## src/hdl/assert_macros.svh

```systemverilog
// Assertion macros shared by the tap tempo RTL
`ifndef ASSERT_MACROS_SVH
`define ASSERT_MACROS_SVH

// same-cycle implication under reset
`define TTE_ASSERT_NOW(label, clk, rst_n, a, c) \
	label: assert property (@(posedge clk) disable iff (!rst_n) (a) |-> (c)) \
		else $error("tap tempo assertion failed");

// next-cycle implication under reset
`define TTE_ASSERT_NEXT(label, clk, rst_n, a, c) \
	label: assert property (@(posedge clk) disable iff (!rst_n) (a) |=> (c)) \
		else $error("tap tempo assertion failed");

`endif

```

## src/hdl/tte_ram.sv

```systemverilog
// Generic single-port-write, registered-read RAM
`timescale 1ns / 1ps
module tte_ram #(
	parameter int WIDTH = 32,
	parameter int DEPTH = 32
) (
	input  logic                     clk,
	input  logic                     we,
	input  logic [$clog2(DEPTH)-1:0] waddr,
	input  logic [WIDTH-1:0]         wdata,
	input  logic [$clog2(DEPTH)-1:0] raddr,
	output logic [WIDTH-1:0]         rdata
);
	logic [WIDTH-1:0] mem [DEPTH];

	always_ff @(posedge clk) begin
		if (we) begin
			mem[waddr] <= wdata;
		end
		rdata <= mem[raddr];
	end
endmodule

```

## config.mk

```make
export PLATFORM = sky130hd
export DESIGN_NAME = tte_ram
export DESIGN_NICKNAME = d
export VERILOG_FILES = /design/src/hdl/assert_macros.svh /design/src/hdl/tte_ram.sv
export SDC_FILE = /design/constraint.sdc
export NUM_CORES = 1
export LEC_CHECK = 0
export BUFFER_PORTS_ARGS = -buffer_cell sky130_fd_sc_hd__clkbuf_2
export CAP_MARGIN = 10
export CORE_MARGIN = 2
export CORE_UTILIZATION = 29
export CTS_CLUSTER_DIAMETER = 150
export CTS_CLUSTER_SIZE = 12
export DETAILED_ROUTE_END_ITERATION = 6
export PLACE_DENSITY = 0.54
export SYNTH_ARGS = -nofsm -noshare
export SYNTH_HDL_FRONTEND = slang
export SYNTH_SLANG_ARGS = --single-unit
```

## constraint.sdc

```tcl
create_clock -name clk -period 3.9 [get_ports clk]
set_input_delay 0.39 -clock clk [delete_from_list [all_inputs] [get_ports clk]]
set_output_delay 0.39 -clock clk [all_outputs]
set_load 0.05 [all_outputs]
```

# Word-level counts from Yosys, hierarchy flattened
# Memories as Yosys holds them, arrays and structs flattened. A register that Yosys moved wholly into a read port is not among the register bits.
# Index checks and enable logic that the tools add are counted.
[word_totals]
memories = 1
inputBits = 44
regBits = 0
output_inout_bits = 32
ram_bits = 1024
[classes]
muxes = 2
[memory_table]
columns = ["memory", "words", "width", "read_ports", "rd_ports_with_merged_regs", "write_ports", "line_no", "text"]
rows = [
  ["mem", 32, 32, 1, 1, 1, "tte_ram.sv:14", "logic [WIDTH-1:0] mem [DEPTH];"],
]
[ops]
columns = ["operator", "n"]
rows = [
  ["$mux 1", 2],
]

# Depth between registers and ports, before layout
# Gate-level depths: netlist of run 1.
[logic_depth]
depth_word = 2
mapped_depth = 8
mapped_depth_nobuf = 5

# Worst setup path after synthesis of run 1
# Ideal clock, no wire load.
[synth_timing]
kind = "in2reg"
from = "in waddr[1]"
to = "mem mem[12][0] (enable)"
t_arrival_ns = 2.403
n_path_buf = 1
slack_ns = 1.076
stages = 3
required_ns = 3.479
path_cell_list = "or3b_2 > clkbuf_1 > nor2_1"
[synth_rtl]
columns = ["element", "line_no", "text"]
rows = [
  ["from (decl)", "tte_ram.sv:9", "input logic [$clog2(DEPTH)-1:0] waddr,"],
  ["to (decl)", "tte_ram.sv:14", ""],
]
# Straight into the memory's write port.

# Worst setup path after layout of run 1
[layout_timing]
from = "reg rdata[15] (read register of mem)"
to = "out rdata[15]"
[layout_rtl]
columns = ["element", "line_no", "text"]
rows = [
  ["from (decl)", "tte_ram.sv:12", "output logic [WIDTH-1:0] rdata"],
]
# No word-level cell between the ends.

==> results.cfg, run 1 <==
[grt]
antenna_found_initial = 8
first_global_vias = 21540
grt_max_degree = 110
grt_overflow = 0
grt_use_total = 0.1525
grt_pass1_wl_mm = 156.9

[worst_setup_path]
end_kind = primary output
r2r_slack_ns = 2.21
reg2reg_depth = 5
critical_path.max_fanout = 2
critPathTopFamily = flip-flops
r2r-end = rdata[13]
critical_path_class = reg -> out
worstSetupStartpointType = flop
regToRegStartpoint = mem[1][13]
max_stage_delay_ns = 0.63
cp_data_arrival_time_ns = 1.68
cp-startpoint = rdata[15]
worstPathRequired_ns = 3.51
cp_num_buf_inv = 1
path_cells = clkbuf_2
crit_slowest_cell = dfxtp_1

[yosys]
seq_area_frac_synth = 0.7754
synthDistinctLibCells = 25
yosys.area_share.simple = 0.03100
synth_top_family_by_area = multiplexers
synth_area_mm2 = 0.04049
synth_fp_nets = 2304
synth_compound_area_frac = 0.04846
synth_adder_area_share = 0
postSynthCellCount = 2260
yosys_warnings = 0
synthXorXnorAreaFrac = 0
synth-seq-cells = 1056
synth.avg_cell_area_um2 = 17.91
muxShareOfSynthArea = 0.1266

[power_and_ir_drop]
leakage_nw = 15.67
pwr-share-seq = 0.556
ir_drop_v = 0.0003280
p_sw_mw = 5.078
comb_power_share = 0.060
power.share.clock = 0.384
intPower_mw = 17.77
power.total_mw = 22.85
powerDensity_mw_per_mm2 = 492.9
switching_share = 0.2222

[worst_hold_path]
holdPathStages = 1
holdCritStartpoint = wdata[11]
hp-class = in -> reg
hold_end = mem[4][11]

[floorplan]
dieArea_mm2 = 0.1426
start_util = 0.2912
fp.dieH_um = 377.6
core_mm2 = 0.1390
io_pins = 76
fp-row-count = 137
die_w_um = 377.6

[clocking]
cts-buffers-inserted = 97
tritoncts = yes
path_clk_slew_ns = 0.06
cts_max_path_buffers = 3
htreeDepth = 3
cts_resized = 0
cts_hold_buf = 0
clk_latency_ns = 0.67
root_buffer = clkbuf_16
clock-sinks = 1056
cts_setup_buffers = 0

[timing]
drv_slew = 0
min_period_ns = 2.074
hold_slack_ns = 0.3626
fin_crit_sh = 0.5317
fmax_mhz = 482.3
fin_setup_tns_ns = 0
hold_viol_final = 0
rsz0062_at_grt = no
relSlewSlack = 0.2028
skew_ns = 0.02589
setup_viol_count_final = 0
tightest_slew_ns = 1.192

[routing]
dr.pass1.iters = 7
wl_mm = 110.1
first_iter_violations = 1808
route.detailed.wl_per_inst_um = 25.42
via_per_inst = 4.871
drc = 0
drtAntennaViolNets = 0
vias = 21100

[place]
numPortBuffers = 75
hpwl_mm = 62.90
placed_area_mm2 = 0.04352
gp_congestion = 0.7710

[layout]
nets = 2421
multi_input_comb_area_mm2 = 0.008610
syn_to_final_growth_pct = 14.50
fin_area_mm2 = 0.04636
fin_util = 0.3335
drive_gt1_frac = 0.1185
nFillCells = 13200
layout.area.seq_mm2 = 0.03139

[outcome]
status = finished clean

[job]
maxCapViolations = 0
## worst max-delay path by stage
| stage | endpoint | slack, ns | cells past startpoint |
|---|---|---|---|
| 6_report | rdata[15] | 1.83 | 1 |
| 4_1_cts | rdata[15] | 1.78 | 1 |
| 5_1_grt | rdata[31] | 1.81 | 8 |
| 3_5_place_dp | mem[24][2] | 1.16 | 4 |
| 2_1_floorplan | mem[12][0] | 1.08 | 3 |
| 3_3_place_gp | rdata[1] | 1.15 | 8 |
## cells in the final DEF (no fill, tap or decap)
| cell | instances |
|---|---|
| nor2_4 | 33 |
| mux2i_1 | 512 |
| buf_4 | 49 |
| or3b_2 | 3 |
| buf_8 | 1 |
| buf_12 | 21 |
| a22oi_1 | 96 |
| a21oi_1 | 96 |
| and2b_4 | 1 |
| nor2b_4 | 1 |
| nand2b_2 | 2 |
| or2_2 | 1 |
| clkbuf_16 | 99 |
| a31oi_1 | 32 |
| nand2_1 | 97 |
| clkinv_16 | 1 |
| a22o_1 | 64 |
| or3_1 | 1 |
| edfxtp_1 | 1024 |
| clkbuf_2 | 74 |
| nand2_2 | 1 |
| and2_4 | 1 |
| clkinv_8 | 1 |
| nand3b_1 | 5 |
| nor2_1 | 1 |
| inv_6 | 1 |
| diode_2 | 1 |
| clkbuf_1 | 75 |
| nor3_1 | 32 |
| inv_16 | 1 |
| dfxtp_1 | 32 |
| nand3_1 | 98 |
## stage by stage
step | cells | setup WS (ns)
3_3_place_gp | 4154 | 1.146
2_1_floorplan | 2260 | 1.076
3_5_place_dp | 4154 | 1.163
4_1_cts | 4332 | 1.781
6_report | 4333 | 1.826
5_1_grt | 4332 | 1.808
## cell type report
class,instances,share of cell area
well taps,1876,0.05063
clock inverters,4,0.001619
flip-flops and latches,1056,0.6771
diodes,1,0.00005398
multi-input cells,1077,0.1857
clock buffers,174,0.05951
repair buffers,145,0.02532
## Yosys cell counts
| master | number | area share |
|---|---|---|
| edfxtp_1 | 1024 | 0.76 |
| mux2i_1 | 512 | 0.13 |
| nand2_1 | 98 | 0.0091 |
| nand3_1 | 98 | 0.012 |
| a21oi_1 | 96 | 0.012 |
| a22oi_1 | 96 | 0.018 |
| a22o_1 | 64 | 0.014 |
| clkbuf_1 | 46 | 0.0043 |
| nor2_1 | 34 | 0.0032 |
| buf_4 | 33 | 0.0061 |
| a31oi_1 | 32 | 0.0049 |
| dfxtp_1 | 32 | 0.016 |
| nor3_1 | 32 | 0.0040 |
| buf_2 | 26 | 0.0032 |
| buf_6 | 15 | 0.0042 |
| buf_1 | 5 | 0.00046 |
| nand3b_1 | 5 | 0.00093 |
| or3b_2 | 3 | 0.00065 |
| clkbuf_4 | 2 | 0.00037 |
| nand2b_1 | 2 | 0.00031 |
| and2_1 | 1 | 0.00015 |
| and2b_1 | 1 | 0.00019 |
| nor2b_1 | 1 | 0.00015 |
| or2_2 | 1 | 0.00015 |
| or3_1 | 1 | 0.00015 |
## power groups by stage
stage / registers [mW] / logic [mW] / clock network, mW
floorplan: 13.1 / 0.652 / 0
global placement: 12.9 / 1.38 / 0
detailed placement: 12.9 / 1.40 / 0
CTS: 12.7 / 1.40 / 8.97
global route: 12.7 / 1.47 / 9.40
finish: 12.7 / 1.38 / 8.77
## layer usage
metal | up-vias | global-route usage | wire [µm]
met5 | - | 0 | 95
met4 | 14 | 0.04574 | 2764
met3 | 147 | 0.03041 | 7537
met2 | 714 | 0.2515 | 52950
met1 | 11020 | 0.2024 | 46790
li1 | 9211 | - | -
## sequential cells by signal (all words and copies together) (netlist names)
name / cells
mem: 1024
rdata: 32
## cell families (layout without fill, tap and decap cells)
logic type / after synthesis / count (layout)
compound gates: 288 / 288
buf+inv: 127 / 323
flops: 1056 / 1056
mux: 512 / 512
other cells: 0 / 1
simple gates: 277 / 277
Note: power is estimated with default switching activity, not from simulation.
==> inputs of run 2 (changes only) <==
==> constraint.sdc (replaced) <==
create_clock -name clk -period 2.12 [get_ports clk]
set_input_delay 0.212 -clock clk [delete_from_list [all_inputs] [get_ports clk]]
set_output_delay 0.212 -clock clk [all_outputs]
set_load 0.05 [all_outputs]
==> results.cfg, run 2 (synthesized netlist as in run 1, its figures left out) <==
[power_and_ir_drop]
leakage_nw = 16.40
powerDensity_mw_per_mm2 = 880.8
power.total_mw = 42.16
ir_drop_v = 0.0006137

[clocking]
cts_max_path_buffers = 3
root_buffer = clkbuf_16
cts_hold_buf = 0
cts_resized = 0
cts-buffers-inserted = 97
cts_setup_buffers = 0
path_clk_slew_ns = 0.06
clk_latency_ns = 0.69
htreeDepth = 3
tritoncts = yes
clock-sinks = 1056

[layout]
nFillCells = 13000
syn_to_final_growth_pct = 18.22
antenna_cells = 0
fin_util = 0.3443
nets = 2525
top_register = mem
largest_register_ffs = 1024
reg_top3 = mem x1024, rdata x32
drive_gt1_frac = 0.1549
layout.area.seq_mm2 = 0.03139
multi_input_comb_area_mm2 = 0.008610
final_common_cell = edfxtp_1
final_cell_mix = edfxtp_1, mux2i_1, clkbuf_16, nand3_1, nand2_1

[grt]
antenna_found_initial = 4
grt_use_total = 0.1478
grt_pass1_wl_mm = 153.2
grt_max_degree = 61
first_global_vias = 21670
grt_overflow = 0

[floorplan]
dieArea_mm2 = 0.1426
io_pins = 76
start_util = 0.2912
fp.dieH_um = 377.6
fp-row-count = 137
die_w_um = 377.6
core_mm2 = 0.1390

[worst_setup_path]
max_stage_delay_ns = 0.55
worstSetupStartpointType = flop
critPathTopFamily = flip-flops
r2r-end = rdata[14]
worstPathRequired_ns = 1.91
r2r_slack_ns = 0.75
regToRegStartpoint = mem[3][14]
crit_slowest_cell = dfxtp_1
reg2reg_depth = 5
cp_num_buf_inv = 1
critical_path_class = reg -> out
end_kind = primary output
critical_path.max_fanout = 1
path_cells = clkbuf_2
cp_data_arrival_time_ns = 1.60

[place]
gp_congestion = 0.7645
numPortBuffers = 75
hpwl_mm = 63.55

[routing]
first_iter_violations = 1618
drtAntennaViolNets = 0
via_per_inst = 4.775
vias = 21160
dr.pass1.iters = 5
drc = 0
wl_mm = 106.7
route.detailed.wl_per_inst_um = 24.06

[timing]
min_period_ns = 1.813
drv_slew = 0
rsz0062_at_grt = no
hold_viol_final = 0
tightest_slew_ns = 0.7197
skew_ns = 0.04043
setup_viol_count_final = 0
relSlewSlack = 0.5202
fin_crit_sh = 0.8553
fin_setup_tns_ns = 0
fmax_mhz = 551.5

[worst_hold_path]
holdPathStages = 1
hold_end = mem[20][1]
holdCritStartpoint = wdata[1]
hp-class = in -> reg

[outcome]
status = finished clean

[job]
maxCapViolations = 0
run 2: changes by cell type in the layout (fill, tap and decap cells not counted), sizes merged:
cell,change
buf,+104
clkbuf,-4
clkinv,+1
diode,-1
inv,-1
run 2: worst max path at each step:
stage	start	to	cells past startpoint
floorplan	waddr[3]	mem[18][0]	2
global placement	raddr[0]	rdata[6]	9
detailed placement	raddr[0]	rdata[6]	9
CTS	rdata[10]	rdata[10]	1
global route	rdata[10]	rdata[10]	1
finish	rdata[10]	rdata[10]	1
run 2: where the power goes:
group / leakage (nW) / internal (mW) / switching [mW] / total [mW]
clock network: 1.34 / 8.80 / 7.35 / 16.2
registers: 9.49 / 23.2 / 0.143 / 23.4
logic: 5.56 / 0.878 / 1.77 / 2.65
run 2: final cells by class:
class	count	area share
timing repair buffer	249	0.05599
sequential	1056	0.6558
clock inverter	4	0.001490
tap	1876	0.04904
clock buffer	170	0.05777
multi-input combinational	1077	0.1799
run 2: per-stage QoR:
step	area, µm²	hold slack, ns	std cells	setup slack, ns
2_1_floorplan	40540	0.3109	2260	-0.4177
3_3_place_gp	45030	0.5809	4258	0.09085
3_5_place_dp	45030	0.5858	4258	0.09668
4_1_cts	47860	0.08689	4432	0.2397
5_1_grt	47860	0.1530	4432	0.2774
6_report	47860	0.1293	4432	0.3067
run 2: per-layer routing:
layer  vias up  GRT usage  share of wire
met3       131    0.02454          0.050
met2       495     0.2501           0.49
met5         -          0        0.00024
li1       9428          -              -
met4         4    0.03713          0.019
met1     11100     0.1968           0.44
